**src/rtl/core/etl_pkg.sv**
```systemverilog
// Shared types and constants for the expression token lexer.
package etl_pkg;

   localparam int MAX_TOKEN_LEN_DEFAULT = 255;
   localparam int LEN_W = 8;

   localparam logic [2:0] KIND_CONST = 3'd0;
   localparam logic [2:0] KIND_VAR   = 3'd1;
   localparam logic [2:0] KIND_FUNC  = 3'd2;
   localparam logic [2:0] KIND_OP    = 3'd3;
   localparam logic [2:0] KIND_END   = 3'd4;

   localparam logic [1:0] STATUS_OK       = 2'd0;
   localparam logic [1:0] STATUS_BAD_NUM  = 2'd1;
   localparam logic [1:0] STATUS_BAD_NAME = 2'd2;

   localparam logic [7:0] CH_TAB    = 8'h09;
   localparam logic [7:0] CH_CR     = 8'h0D;
   localparam logic [7:0] CH_SPACE  = 8'h20;
   localparam logic [7:0] CH_LPAREN = 8'h28;
   localparam logic [7:0] CH_RPAREN = 8'h29;
   localparam logic [7:0] CH_STAR   = 8'h2A;
   localparam logic [7:0] CH_PLUS   = 8'h2B;
   localparam logic [7:0] CH_COMMA  = 8'h2C;
   localparam logic [7:0] CH_MINUS  = 8'h2D;
   localparam logic [7:0] CH_DOT    = 8'h2E;
   localparam logic [7:0] CH_SLASH  = 8'h2F;
   localparam logic [7:0] CH_ZERO   = 8'h30;
   localparam logic [7:0] CH_NINE   = 8'h39;

   typedef struct packed {
      logic [2:0]       kind;
      logic [7:0]       op;
      logic [LEN_W-1:0] len;
      logic [1:0]       status;
   } rec_type;

   typedef struct packed {
      logic [1:0]        count;
      rec_type [2:0]     rec;
   } bundle_type;

endpackage

```
**src/rtl/core/etl_scan.sv**
```systemverilog
// Token state and the per-character record builder of the expression token lexer.
module etl_scan #(
   parameter int MAX_TOKEN_LEN = etl_pkg::MAX_TOKEN_LEN_DEFAULT
) (
   input  logic                clock,
   input  logic                reset,
   input  logic                accept,
   input  logic [7:0]          char_code,
   input  logic                end_of_expr,
   output etl_pkg::bundle_type bundle
);

   localparam logic [etl_pkg::LEN_W-1:0] LEN_CAP =
      etl_pkg::LEN_W'((MAX_TOKEN_LEN > 255) ? 255 : MAX_TOKEN_LEN);

   logic [etl_pkg::LEN_W-1:0] pend_len_ff, pend_len_in;
   logic                      numeric_ff, numeric_in;
   logic                      dot_ff, dot_in;
   logic                      sdig_ff, sdig_in;
   logic                      extra_ff, extra_in;
   logic                      halted_ff, halted_in;
   logic [1:0]                err_ff, err_in;

   always_comb begin
      logic                  is_space;
      logic                  is_sep;
      logic                  is_digit;
      logic                  func;
      logic [1:0]            n;
      logic [1:0]            err;
      etl_pkg::rec_type [2:0] recs;

      is_space = (char_code inside {[etl_pkg::CH_TAB:etl_pkg::CH_CR], etl_pkg::CH_SPACE});
      is_sep   = (char_code inside {etl_pkg::CH_LPAREN, etl_pkg::CH_RPAREN, etl_pkg::CH_PLUS,
                                    etl_pkg::CH_MINUS, etl_pkg::CH_STAR, etl_pkg::CH_SLASH,
                                    etl_pkg::CH_COMMA});
      is_digit = (char_code inside {[etl_pkg::CH_ZERO:etl_pkg::CH_NINE]});
      func     = 1'b0;
      n        = 2'd0;
      err      = etl_pkg::STATUS_OK;
      recs     = '0;

      pend_len_in = pend_len_ff;
      numeric_in  = numeric_ff;
      dot_in      = dot_ff;
      sdig_in     = sdig_ff;
      extra_in    = extra_ff;
      halted_in   = halted_ff;
      err_in      = err_ff;

      if (!halted_ff && !is_space) begin
         if (is_sep) begin
            if (pend_len_in != '0) begin
               if (!numeric_in && sdig_in) begin
                  err = etl_pkg::STATUS_BAD_NAME;
               end else if (extra_in) begin
                  err = etl_pkg::STATUS_BAD_NUM;
               end
               if (err != etl_pkg::STATUS_OK) begin
                  err_in    = err;
                  halted_in = 1'b1;
               end else begin
                  recs[n].kind = numeric_in ? etl_pkg::KIND_CONST : etl_pkg::KIND_VAR;
                  if (!numeric_in && (char_code == etl_pkg::CH_LPAREN)) begin
                     recs[n].kind = etl_pkg::KIND_FUNC;
                     func         = 1'b1;
                  end
                  recs[n].len = pend_len_in;
                  n           = n + 2'd1;
               end
               pend_len_in = '0;
               numeric_in  = 1'b1;
               dot_in      = 1'b0;
               sdig_in     = 1'b0;
               extra_in    = 1'b0;
            end
            if (!func) begin
               recs[n].kind = etl_pkg::KIND_OP;
               recs[n].op   = char_code;
               recs[n].len  = etl_pkg::LEN_W'(1);
               n            = n + 2'd1;
            end
         end else begin
            if (pend_len_in == '0) begin
               sdig_in = is_digit;
            end
            if (char_code == etl_pkg::CH_DOT) begin
               if (numeric_in) begin
                  if (dot_in) begin
                     extra_in = 1'b1;
                  end else begin
                     dot_in = 1'b1;
                  end
               end
            end else if (!is_digit) begin
               numeric_in = 1'b0;
            end
            if (pend_len_in < LEN_CAP) begin
               pend_len_in = pend_len_in + etl_pkg::LEN_W'(1);
            end
         end
      end

      if (end_of_expr) begin
         if (!halted_in && (pend_len_in != '0)) begin
            if (!numeric_in && sdig_in) begin
               err_in = etl_pkg::STATUS_BAD_NAME;
            end else if (extra_in) begin
               err_in = etl_pkg::STATUS_BAD_NUM;
            end else begin
               recs[n].kind = numeric_in ? etl_pkg::KIND_CONST : etl_pkg::KIND_VAR;
               recs[n].len  = pend_len_in;
               n            = n + 2'd1;
            end
         end
         recs[n].kind   = etl_pkg::KIND_END;
         recs[n].status = err_in;
         n              = n + 2'd1;
         pend_len_in = '0;
         numeric_in  = 1'b1;
         dot_in      = 1'b0;
         sdig_in     = 1'b0;
         extra_in    = 1'b0;
         halted_in   = 1'b0;
         err_in      = etl_pkg::STATUS_OK;
      end

      bundle.count = n;
      bundle.rec   = recs;
   end

   always_ff @(posedge clock) begin
      if (reset) begin
         pend_len_ff <= '0;
         numeric_ff  <= 1'b1;
         dot_ff      <= 1'b0;
         sdig_ff     <= 1'b0;
         extra_ff    <= 1'b0;
         halted_ff   <= 1'b0;
         err_ff      <= etl_pkg::STATUS_OK;
      end else if (accept) begin
         pend_len_ff <= pend_len_in;
         numeric_ff  <= numeric_in;
         dot_ff      <= dot_in;
         sdig_ff     <= sdig_in;
         extra_ff    <= extra_in;
         halted_ff   <= halted_in;
         err_ff      <= err_in;
      end
   end

`ifndef SYNTHESIS
   a_halt_has_code: assert property (@(posedge clock) disable iff (reset)
      halted_ff |-> (err_ff != etl_pkg::STATUS_OK))
      else $error("Halted without an error code.");
   a_halt_no_token: assert property (@(posedge clock) disable iff (reset)
      halted_ff |-> (pend_len_ff == '0))
      else $error("Pending token kept while halted.");
   a_extra_needs_dot: assert property (@(posedge clock) disable iff (reset)
      extra_ff |-> (dot_ff && (pend_len_ff != '0)))
      else $error("Extra dot flagged without a first dot.");
`endif

endmodule

```
**src/rtl/core/etl_emit.sv**
```systemverilog
// Record buffer that hands the records of one character out one transfer at a time.
module etl_emit (
   input  logic                clock,
   input  logic                reset,
   input  logic                load,
   input  etl_pkg::bundle_type bundle,
   output logic                can_take,
   output logic                rsp_valid,
   input  logic                rsp_stall,
   output logic [2:0]          rsp_token_kind,
   output logic [7:0]          rsp_op_char,
   output logic [7:0]          rsp_token_length,
   output logic [1:0]          rsp_status,
   output logic                rsp_last_of_run
);

   logic                valid_ff;
   logic [1:0]          idx_ff;
   etl_pkg::bundle_type bundle_ff;
   etl_pkg::rec_type    cur;
   logic                is_last;
   logic                xfer;

   assign cur      = bundle_ff.rec[idx_ff];
   assign is_last  = (idx_ff == (bundle_ff.count - 2'd1));
   assign xfer     = valid_ff && !rsp_stall;
   assign can_take = !valid_ff || (xfer && is_last);

   assign rsp_valid        = valid_ff;
   assign rsp_token_kind   = cur.kind;
   assign rsp_op_char      = cur.op;
   assign rsp_token_length = cur.len;
   assign rsp_status       = cur.status;
   assign rsp_last_of_run  = is_last;

   always_ff @(posedge clock) begin
      if (reset) begin
         valid_ff <= 1'b0;
         idx_ff   <= 2'd0;
      end else if (load) begin
         valid_ff <= 1'b1;
         idx_ff   <= 2'd0;
      end else if (xfer) begin
         if (is_last) begin
            valid_ff <= 1'b0;
         end else begin
            idx_ff <= idx_ff + 2'd1;
         end
      end
   end

   always_ff @(posedge clock) begin
      if (load) begin
         bundle_ff <= bundle;
      end
   end

`ifndef SYNTHESIS
   a_idx_in_range: assert property (@(posedge clock) disable iff (reset)
      valid_ff |-> (idx_ff < bundle_ff.count))
      else $error("Record index beyond the record count.");
   a_run_continues: assert property (@(posedge clock) disable iff (reset)
      (!reset && xfer && !is_last) |=> (rsp_valid && (idx_ff == $past(idx_ff) + 2'd1)))
      else $error("Run of records broken before its last record.");
   a_load_nonempty: assert property (@(posedge clock) disable iff (reset)
      load |-> ((bundle.count != 2'd0) && can_take))
      else $error("Buffer loaded while busy or with no records.");
`endif

endmodule

```
**src/rtl/core/expression_token_lexer.sv**
```systemverilog
// Top level of the expression token lexer.
// The req channel carries one expression character per transfer, with
// req_end_of_expr marking the final character of an expression. The rsp
// channel carries the records that each character causes: constant,
// variable and function-call tokens with their lengths, operator records
// for separators, and an end record with the status of the expression.
// rsp_last_of_run marks the last record caused by one character.
// The first record of a character is registered and is on rsp in the cycle
// after its transfer. A character that causes several records keeps req
// stalled until its last record is taken. While rsp is not stalled,
// characters that cause at most one record go through at one per cycle;
// whitespace and ignored characters cause no records and never occupy the
// record buffer. The limit is the single record buffer, which hands out
// one record per cycle. While rsp is stalled, the current record holds
// and req is stalled as well. Reset clears the token state, the error
// state and the buffer; req is taken from the first cycle after reset.
module expression_token_lexer #(
   parameter int MAX_TOKEN_LEN = etl_pkg::MAX_TOKEN_LEN_DEFAULT
) (
   input  logic       clock,
   input  logic       reset,
   input  logic       req_valid,
   output logic       req_stall,
   input  logic [7:0] req_char_code,
   input  logic       req_end_of_expr,
   output logic       rsp_valid,
   input  logic       rsp_stall,
   output logic [2:0] rsp_token_kind,
   output logic [7:0] rsp_op_char,
   output logic [7:0] rsp_token_length,
   output logic [1:0] rsp_status,
   output logic       rsp_last_of_run
);

   logic                accept;
   logic                can_take;
   logic                load;
   etl_pkg::bundle_type bundle;

   assign req_stall = !can_take;
   assign accept    = req_valid && can_take;
   assign load      = accept && (bundle.count != 2'd0);

   etl_scan #(
      .MAX_TOKEN_LEN(MAX_TOKEN_LEN)
   ) u_scan (
      .clock       (clock),
      .reset       (reset),
      .accept      (accept),
      .char_code   (req_char_code),
      .end_of_expr (req_end_of_expr),
      .bundle      (bundle)
   );

   etl_emit u_emit (
      .clock            (clock),
      .reset            (reset),
      .load             (load),
      .bundle           (bundle),
      .can_take         (can_take),
      .rsp_valid        (rsp_valid),
      .rsp_stall        (rsp_stall),
      .rsp_token_kind   (rsp_token_kind),
      .rsp_op_char      (rsp_op_char),
      .rsp_token_length (rsp_token_length),
      .rsp_status       (rsp_status),
      .rsp_last_of_run  (rsp_last_of_run)
   );

endmodule
```
**config.mk**
```make
export PLATFORM = sky130hd
export DESIGN_NAME = expression_token_lexer
export DESIGN_NICKNAME = d
export VERILOG_FILES = /design/src/rtl/core/etl_pkg.sv /design/src/rtl/core/etl_scan.sv /design/src/rtl/core/etl_emit.sv /design/src/rtl/core/expression_token_lexer.sv
export SDC_FILE = /design/constraint.sdc
export NUM_CORES = 1
export LEC_CHECK = 0
export BUFFER_PORTS_ARGS = -buffer_cell sky130_fd_sc_hd__buf_2
export CAP_MARGIN = 20
export CORE_ASPECT_RATIO = 0.75
export CORE_MARGIN = 10
export CORE_UTILIZATION = 45
export CTS_CLUSTER_DIAMETER = 60
export DETAILED_ROUTE_END_ITERATION = 6
export MAX_ROUTING_LAYER = met4
export PLACE_DENSITY_LB_ADDON = 0.3
export SYNTH_ARGS = -nofsm -noshare
export SYNTH_HDL_FRONTEND = slang
export SYNTH_HIERARCHICAL = 1
export SYNTH_SLANG_ARGS = --single-unit
```
**constraint.sdc**
```tcl
create_clock -name clock -period 7.4 [get_ports clock]
set_clock_uncertainty 0.05 [all_clocks]
set_input_delay 0.37 -clock clock [delete_from_list [all_inputs] [get_ports clock]]
set_output_delay 0.37 -clock clock [all_outputs]
set_load 0.005 [all_outputs]
```
==> results.py, run 1 <==
metrics = {
    "yosys": {
        "synthAdderAreaFrac": 0.0266,
        "synth_area_leaders": "edfxtp_1, dfxtp_1, mux2i_1, nor2_1, nand2_1",
        "synth_top_area_cell": "edfxtp_1",
        "netlist.area_leader.share": 0.415,
        "synth_compound_gate_area_share": 0.153,
        "syn_avg_cell_area_um2": 9.92,
        "yosysWarnings": 6,
        "synth_cells": 474,
        "synth_xor_area_frac": 0.00745,
        "synth_edf_count": 65,
        "ys_ff_latch": 83,
        "netlist_area_um2": 4700,
        "yosysUniqueCellTypes": 65,
        "synth_top_family_by_area": "simple AND/OR/NAND/NOR gates",
        "muxShareOfSynthArea": 0.0612,
        "yosysSeqAreaShare": 0.492,
        "yosys.area_share.simple": 0.199,
        "ys.flop_type": "edfxtp_1",
        "synth-async-reset-ratio": 0,
    },
    "routing": {
        "drt-initial-drc-count": 399,
        "postRouteAntennaNets": 0,
        "drc": 0,
        "viasPerCell": 5.58,
        "dr_total_vias": 3574,
        "wl_per_cell_um": 17.3,
        "drt-pass1-iter-count": 5,
        "wl_um": 11100,
    },
    "setup_path": {
        "startpoint_type": "flip-flop",
        "critical_path.slowest_cell": "o211a_2",
        "cp_max_fo": 35,
        "cp_data_arrival_time_ns": 5.14,
        "endpoint_kind": "flip-flop",
        "criticalPathCategory": "flip-flop to flip-flop",
        "critPathBufInv": 1,
        "cpMostUsedCell": "ha_1",
        "worstPathCellList": "nor4_1, and3_1, nor3_1, nand3_1, ha_1, nand2_1, ha_1, mux2i_1, ha_1, mux2i_1, o211a_2, buf_4",
        "cpPeakStageDelay_ns": 0.80,
        "reg2reg_slack_ns": 2.19,
        "crit_family": "simple AND/OR/NAND/NOR gates",
        "crit_required_ns": 7.33,
    },
    "timing": {
        "fin_crit_sh": 0.704,
        "setup_ws_ns": 2.19,
        "timing.hold.ws_ns": 0.342,
        "hold_violations": 0,
        "fmax_ghz": 0.192,
        "slew_violations": 0,
        "rsz0062_at_grt": "no",
        "fin_crit_ns": 5.21,
        "setup_viol": 0,
        "setup_tns_ns": 0,
        "slew_headroom": 0.339,
        "worst_pin_slew_ns": 0.991,
    },
    "clocking": {
        "cts_root_buf": "clkbuf_16",
        "ctsHoldBuffers": 0,
        "cts_max_level": 3,
        "clkLatencyLatePin_ns": 0.34,
        "cts.clk_slew.worst_paths_ns": 0.06,
        "clock_path_buffers": 2,
        "numCtsBuffers": 9,
        "post-cts-setup-buffers": 0,
        "numClockSinks": 83,
        "cts_resized": 0,
        "cts_tree": "yes",
    },
    "outcome": {
        "status": "finished clean",
    },
    "placed_design": {
        "gp_congestion": 0.967,
        "port_buffers": 36,
        "hpwl_um": 8060,
        "dp_worst_setup_slack_ns": 2.04,
    },
    "global_route": {
        "grt_pass1_wl_um": 18300,
        "grt_max_degree": 36,
        "antenna_found_initial": 0,
        "grt_pass1_vias": 3477,
        "overflow": 0,
        "grtUsageTotal": 0.152,
    },
    "die": {
        "dieArea_um2": 15000,
        "die_width_um": 138,
        "num_rows": 32,
        "die_h_um": 109,
        "core_um2": 10200,
        "io_pins": 37,
        "start_util": 0.459,
    },
    "layout": {
        "drive_gt1_frac": 0.145,
        "most-common-layout-cells": "edfxtp_1, nor2_1, nand2_1",
        "final_common_cell": "edfxtp_1",
        "finalCoreUtilization": 0.510,
        "fin_nets": 522,
        "antennaDiodeCount": 0,
        "syn_to_final_growth_pct": 11.2,
    },
    "pwr": {
        "pwr-share-clk": 0.426,
        "p_leak_nw": 1.89,
        "internal_power_uw": 870,
        "p_per_area_nw_per_um2": 217,
        "p_sw_frac": 0.234,
        "p_total_mw": 1.14,
        "p_sw_uw": 266,
        "peakVddDrop_mv": 0.118,
        "p_comb_frac": 0.097,
        "seq_power_share": 0.477,
    },
    "hold_path": {
        "hold_path.class": "primary input to flip-flop",
    },
    "job": {
        "maxCapViolations": 0,
    },
}
==> state kept, by name, indices dropped and copies added, names as in the netlist <==
| signal | cells |
|---|---|
| u_emit/bundle_ff | 65 |
| u_scan/pend_len_ff | 8 |
| u_emit/idx_ff | 2 |
| u_scan/err_ff | 2 |
| u_emit/rsp_valid | 1 |
| u_scan/dot_ff | 1 |
| u_scan/extra_ff | 1 |
| u_scan/halted_ff | 1 |
| u_scan/numeric_ff | 1 |
| u_scan/sdig_ff | 1 |
==> final cells by class <==
type	instances	area [um^2]
multi-input combinational	350	2160
sequential	83	2310
clock inverter	7	100
fill	959	5020
inverter	16	60.1
tap	136	170
timing repair buffer	39	203
clock buffer	9	225
==> cell usage after synthesis (10+ instances only) <==
cell type and number:
buf_4 17, a21oi_1 16, o21ai_1 30, and3_1 10, ha_1 10, nor2_1 54
inv_1 16, a22oi_1 10, nor3_1 13, mux2i_1 25, nand2_1 51, o21ai_0 12
dfxtp_1 18, clkbuf_1 16, nand3_1 10, edfxtp_1 65
==> power by group through the flow <==
stage | registers, mW | logic (mW) | clock network, mW
5_1_grt | 0.544 | 0.124 | 0.512
3_5_place_dp | 0.552 | 0.111 | 0
6_report | 0.542 | 0.111 | 0.484
3_3_place_gp | 0.550 | 0.110 | 0
4_1_cts | 0.542 | 0.112 | 0.497
2_1_floorplan | 0.549 | 0.0811 | 0
==> logic make-up after synthesis <==
logic type | after synthesis
adder cells (fa/ha/maj) | 10
AO/OA/AOI/OAI | 104
other | 1
buffers and inverters | 55
XOR/XNOR | 4
flip-flops | 83
AND/OR/NAND/NOR | 189
multiplexers | 28
==> per-stage QoR <==
step                cell area [um^2]  cells
floorplan                       4760    488
global placement                4900    624
detailed placement              4900    624
CTS                             5230    640
global route                    5230    640
finish                          5230    640
==> metal layers <==
metal / track usage / vias up / wire [um]
li1: - / 1760 / -
met1: 0.201 / 1707 / 5490
met2: 0.231 / 96 / 4880
met3: 0.0342 / 11 / 585
met4: 0.0405 / 0 / 92
met5: - / - / 0
==> path summary, 6_finish.rpt <==
path                         startpoint                   to  cells after the start
hold reg to reg        u_scan/err_ff[1]     u_scan/err_ff[1]                      2
hold / removal                rsp_stall     u_emit/rsp_valid                      3
setup reg to reg  u_scan/pend_len_ff[2]  u_emit/bundle_ff[3]                     12
setup / recovery  u_scan/pend_len_ff[2]  u_emit/bundle_ff[3]                     12
==> worst register-to-register path, stage by stage (launching register included) <==
cell and delay [ns]:
dfxtp_1 0.62, nor4_1 0.17, and3_1 0.24, nor3_1 0.67, nand3_1 0.26, ha_1 0.34, nand2_1 0.11, ha_1 0.36
mux2i_1 0.21, ha_1 0.27, mux2i_1 0.20, o211a_2 0.80, buf_4 0.53
Note: power is estimated with default switching activity, not from simulation.
==> run 2: changes to the inputs <==
==> constraint.sdc (replaced) <==
create_clock -name clock -period 4.6 [get_ports clock]
set_clock_uncertainty 0.05 [all_clocks]
set_input_delay 0.23 -clock clock [delete_from_list [all_inputs] [get_ports clock]]
set_output_delay 0.23 -clock clock [all_outputs]
set_load 0.005 [all_outputs]
==> run 2 against run 1 <==
Net effect: final cell count is 1.4% higher; global-route usage is 0.25 points higher; core utilization is 0.62 points higher; register-to-register slack worse by 1.8 ns; routed wire length is 1.5% higher; critical path type unchanged; critical endpoint is now u_emit/bundle_ff[23]; largest cell class unchanged.
==> results.py, run 2 (synthesis gave the netlist of run 1 again) <==
metrics = {
    "layout": {
        "antennaDiodeCount": 0,
        "most-common-layout-cells": "edfxtp_1, nor2_1, nand2_1",
        "largest_reg_flops": 65,
        "fin_nets": 531,
        "area.sequential_um2": 2310,
        "multi_input_area_um2": 2170,
        "final_cells": 649,
        "top_register": "u_emit/bundle_ff",
        "syn_to_final_growth_pct": 12.6,
        "top_regs": "u_emit/bundle_ff x65, u_scan/pend_len_ff x8",
        "final_common_cell": "edfxtp_1",
        "drive_gt1_frac": 0.160,
        "fill_cells": 932,
        "final_cell_area_um2": 5290,
    },
    "setup_path": {
        "reg2reg_to": "u_emit/bundle_ff[23]",
        "r2r-start": "u_scan/pend_len_ff[2]",
        "crit_required_ns": 4.58,
        "reg2regPathDepth": 12,
        "criticalPathCategory": "flip-flop to flip-flop",
        "cp_max_fo": 38,
        "cp_data_arrival_time_ns": 4.17,
        "endpoint_kind": "flip-flop",
        "startpoint_type": "flip-flop",
        "reg2reg_slack_ns": 0.41,
    },
    "routing": {
        "wl_um": 11200,
        "drt-pass1-iter-count": 5,
        "viasPerCell": 5.61,
        "postRouteAntennaNets": 0,
        "wl_per_cell_um": 17.3,
        "dr_total_vias": 3638,
        "drc": 0,
        "drt-initial-drc-count": 444,
    },
    "timing": {
        "slew_violations": 0,
        "worst_pin_slew_ns": 0.834,
        "fin_crit_sh": 0.912,
        "setup_tns_ns": 0,
        "fmax_ghz": 0.238,
        "setup_viol": 0,
        "fin_crit_ns": 4.19,
        "rsz0062_at_grt": "no",
        "slew_headroom": 0.440,
        "hold_violations": 0,
    },
    "clocking": {
        "cts_resized": 0,
        "cts.clk_slew.worst_paths_ns": 0.06,
        "cts_max_level": 3,
        "post-cts-setup-buffers": 0,
        "cts_tree": "yes",
        "numClockSinks": 83,
        "cts_root_buf": "clkbuf_16",
        "ctsHoldBuffers": 0,
        "numCtsBuffers": 9,
        "clock_path_buffers": 2,
        "clkLatencyLatePin_ns": 0.34,
    },
    "hold_path": {
        "hold_path.class": "primary input to flip-flop",
        "hp-start": "rsp_stall",
        "min_path_cells": 3,
        "whs_endpoint": "u_emit/rsp_valid",
    },
    "pwr": {
        "p_sw_frac": 0.242,
        "seq_power_share": 0.488,
        "p_sw_uw": 430,
        "p_per_area_nw_per_um2": 336,
        "pwr-share-clk": 0.404,
        "p_leak_nw": 1.93,
        "internal_power_mw": 1.35,
        "p_comb_frac": 0.108,
        "peakVddDrop_mv": 0.164,
        "p_total_mw": 1.78,
    },
    "die": {
        "start_util": 0.459,
        "num_rows": 32,
        "die_h_um": 109,
        "core_um2": 10200,
        "dieArea_um2": 15000,
        "die_width_um": 138,
        "io_pins": 37,
    },
    "global_route": {
        "grt_max_degree": 39,
        "grtUsageTotal": 0.155,
        "grt_pass1_vias": 3500,
        "overflow": 0,
        "met1_usage": 0.203,
        "use_met3": 0.0425,
        "grt_pass1_wl_um": 18300,
        "antenna_found_initial": 0,
        "grt.met2_usage": 0.230,
        "top_usage_layer": "met2",
    },
    "placed_design": {
        "dp_cells": 633,
        "gp_congestion": 0.934,
        "hpwl_um": 8250,
        "placed_cell_area_um2": 4990,
        "port_buffers": 36,
    },
    "job": {
        "maxCapViolations": 0,
    },
    "outcome": {
        "status": "finished clean",
    },
}
[run 2: worst max-delay path by stage]
stage,startpoint,to
finish,u_scan/pend_len_ff[2],u_emit/bundle_ff[23]
global route,u_scan/pend_len_ff[2],u_emit/bundle_ff[9]
CTS,u_scan/pend_len_ff[2],u_emit/bundle_ff[9]
detailed placement,req_char_code[6],u_emit/bundle_ff[51]
global placement,req_char_code[6],u_emit/bundle_ff[51]
floorplan,u_scan/pend_len_ff[0],u_emit/idx_ff[0]
[run 2: critical path: stages, from the launching register on]
cell      delay [ns]
dfxtp_1         0.60
nand2_1         0.20
nor4_1          0.46
nor2_1          0.15
a221oi_2        0.27
nand4_1         0.20
o41a_1          0.45
nand3_2         0.16
mux2i_1         0.26
ha_1            0.27
mux2i_1         0.24
o211a_4         0.31
buf_12          0.24
[run 2: layout make-up]
type / instances / share of cell area
sequential: 83 / 0.437
multi-input combinational: 350 / 0.409
timing repair buffer: 48 / 0.0534
clock buffer: 9 / 0.0425
tap: 136 / 0.0321
clock inverter: 7 / 0.0144
inverter: 16 / 0.0113
[run 2: metal layers]
layer | part of all wire | wire length [um] | vias to the layer above
li1 | - | - | 1773
met1 | 0.46 | 5190 | 1716
met2 | 0.44 | 4970 | 137
met3 | 0.081 | 906 | 12
met4 | 0.014 | 153 | 0
met5 | 0 | 0 | -
[run 2: power groups by stage]
stage | logic [mW] | clock network [mW] | registers [mW]
2_1_floorplan | 0.132 | 0 | 0.881
3_3_place_gp | 0.190 | 0 | 0.882
3_5_place_dp | 0.193 | 0 | 0.884
4_1_cts | 0.194 | 0.735 | 0.868
5_1_grt | 0.213 | 0.770 | 0.871
6_report | 0.192 | 0.720 | 0.868
[run 2: stage by stage]
stage,worst slack (ns),hold WS (ns),util
2_1_floorplan,0.262,0.249,-
3_3_place_gp,0.372,0.451,0.487
3_5_place_dp,0.267,0.453,0.487
4_1_cts,0.513,0.219,0.516
5_1_grt,0.181,0.255,0.516
6_report,0.406,0.236,0.516
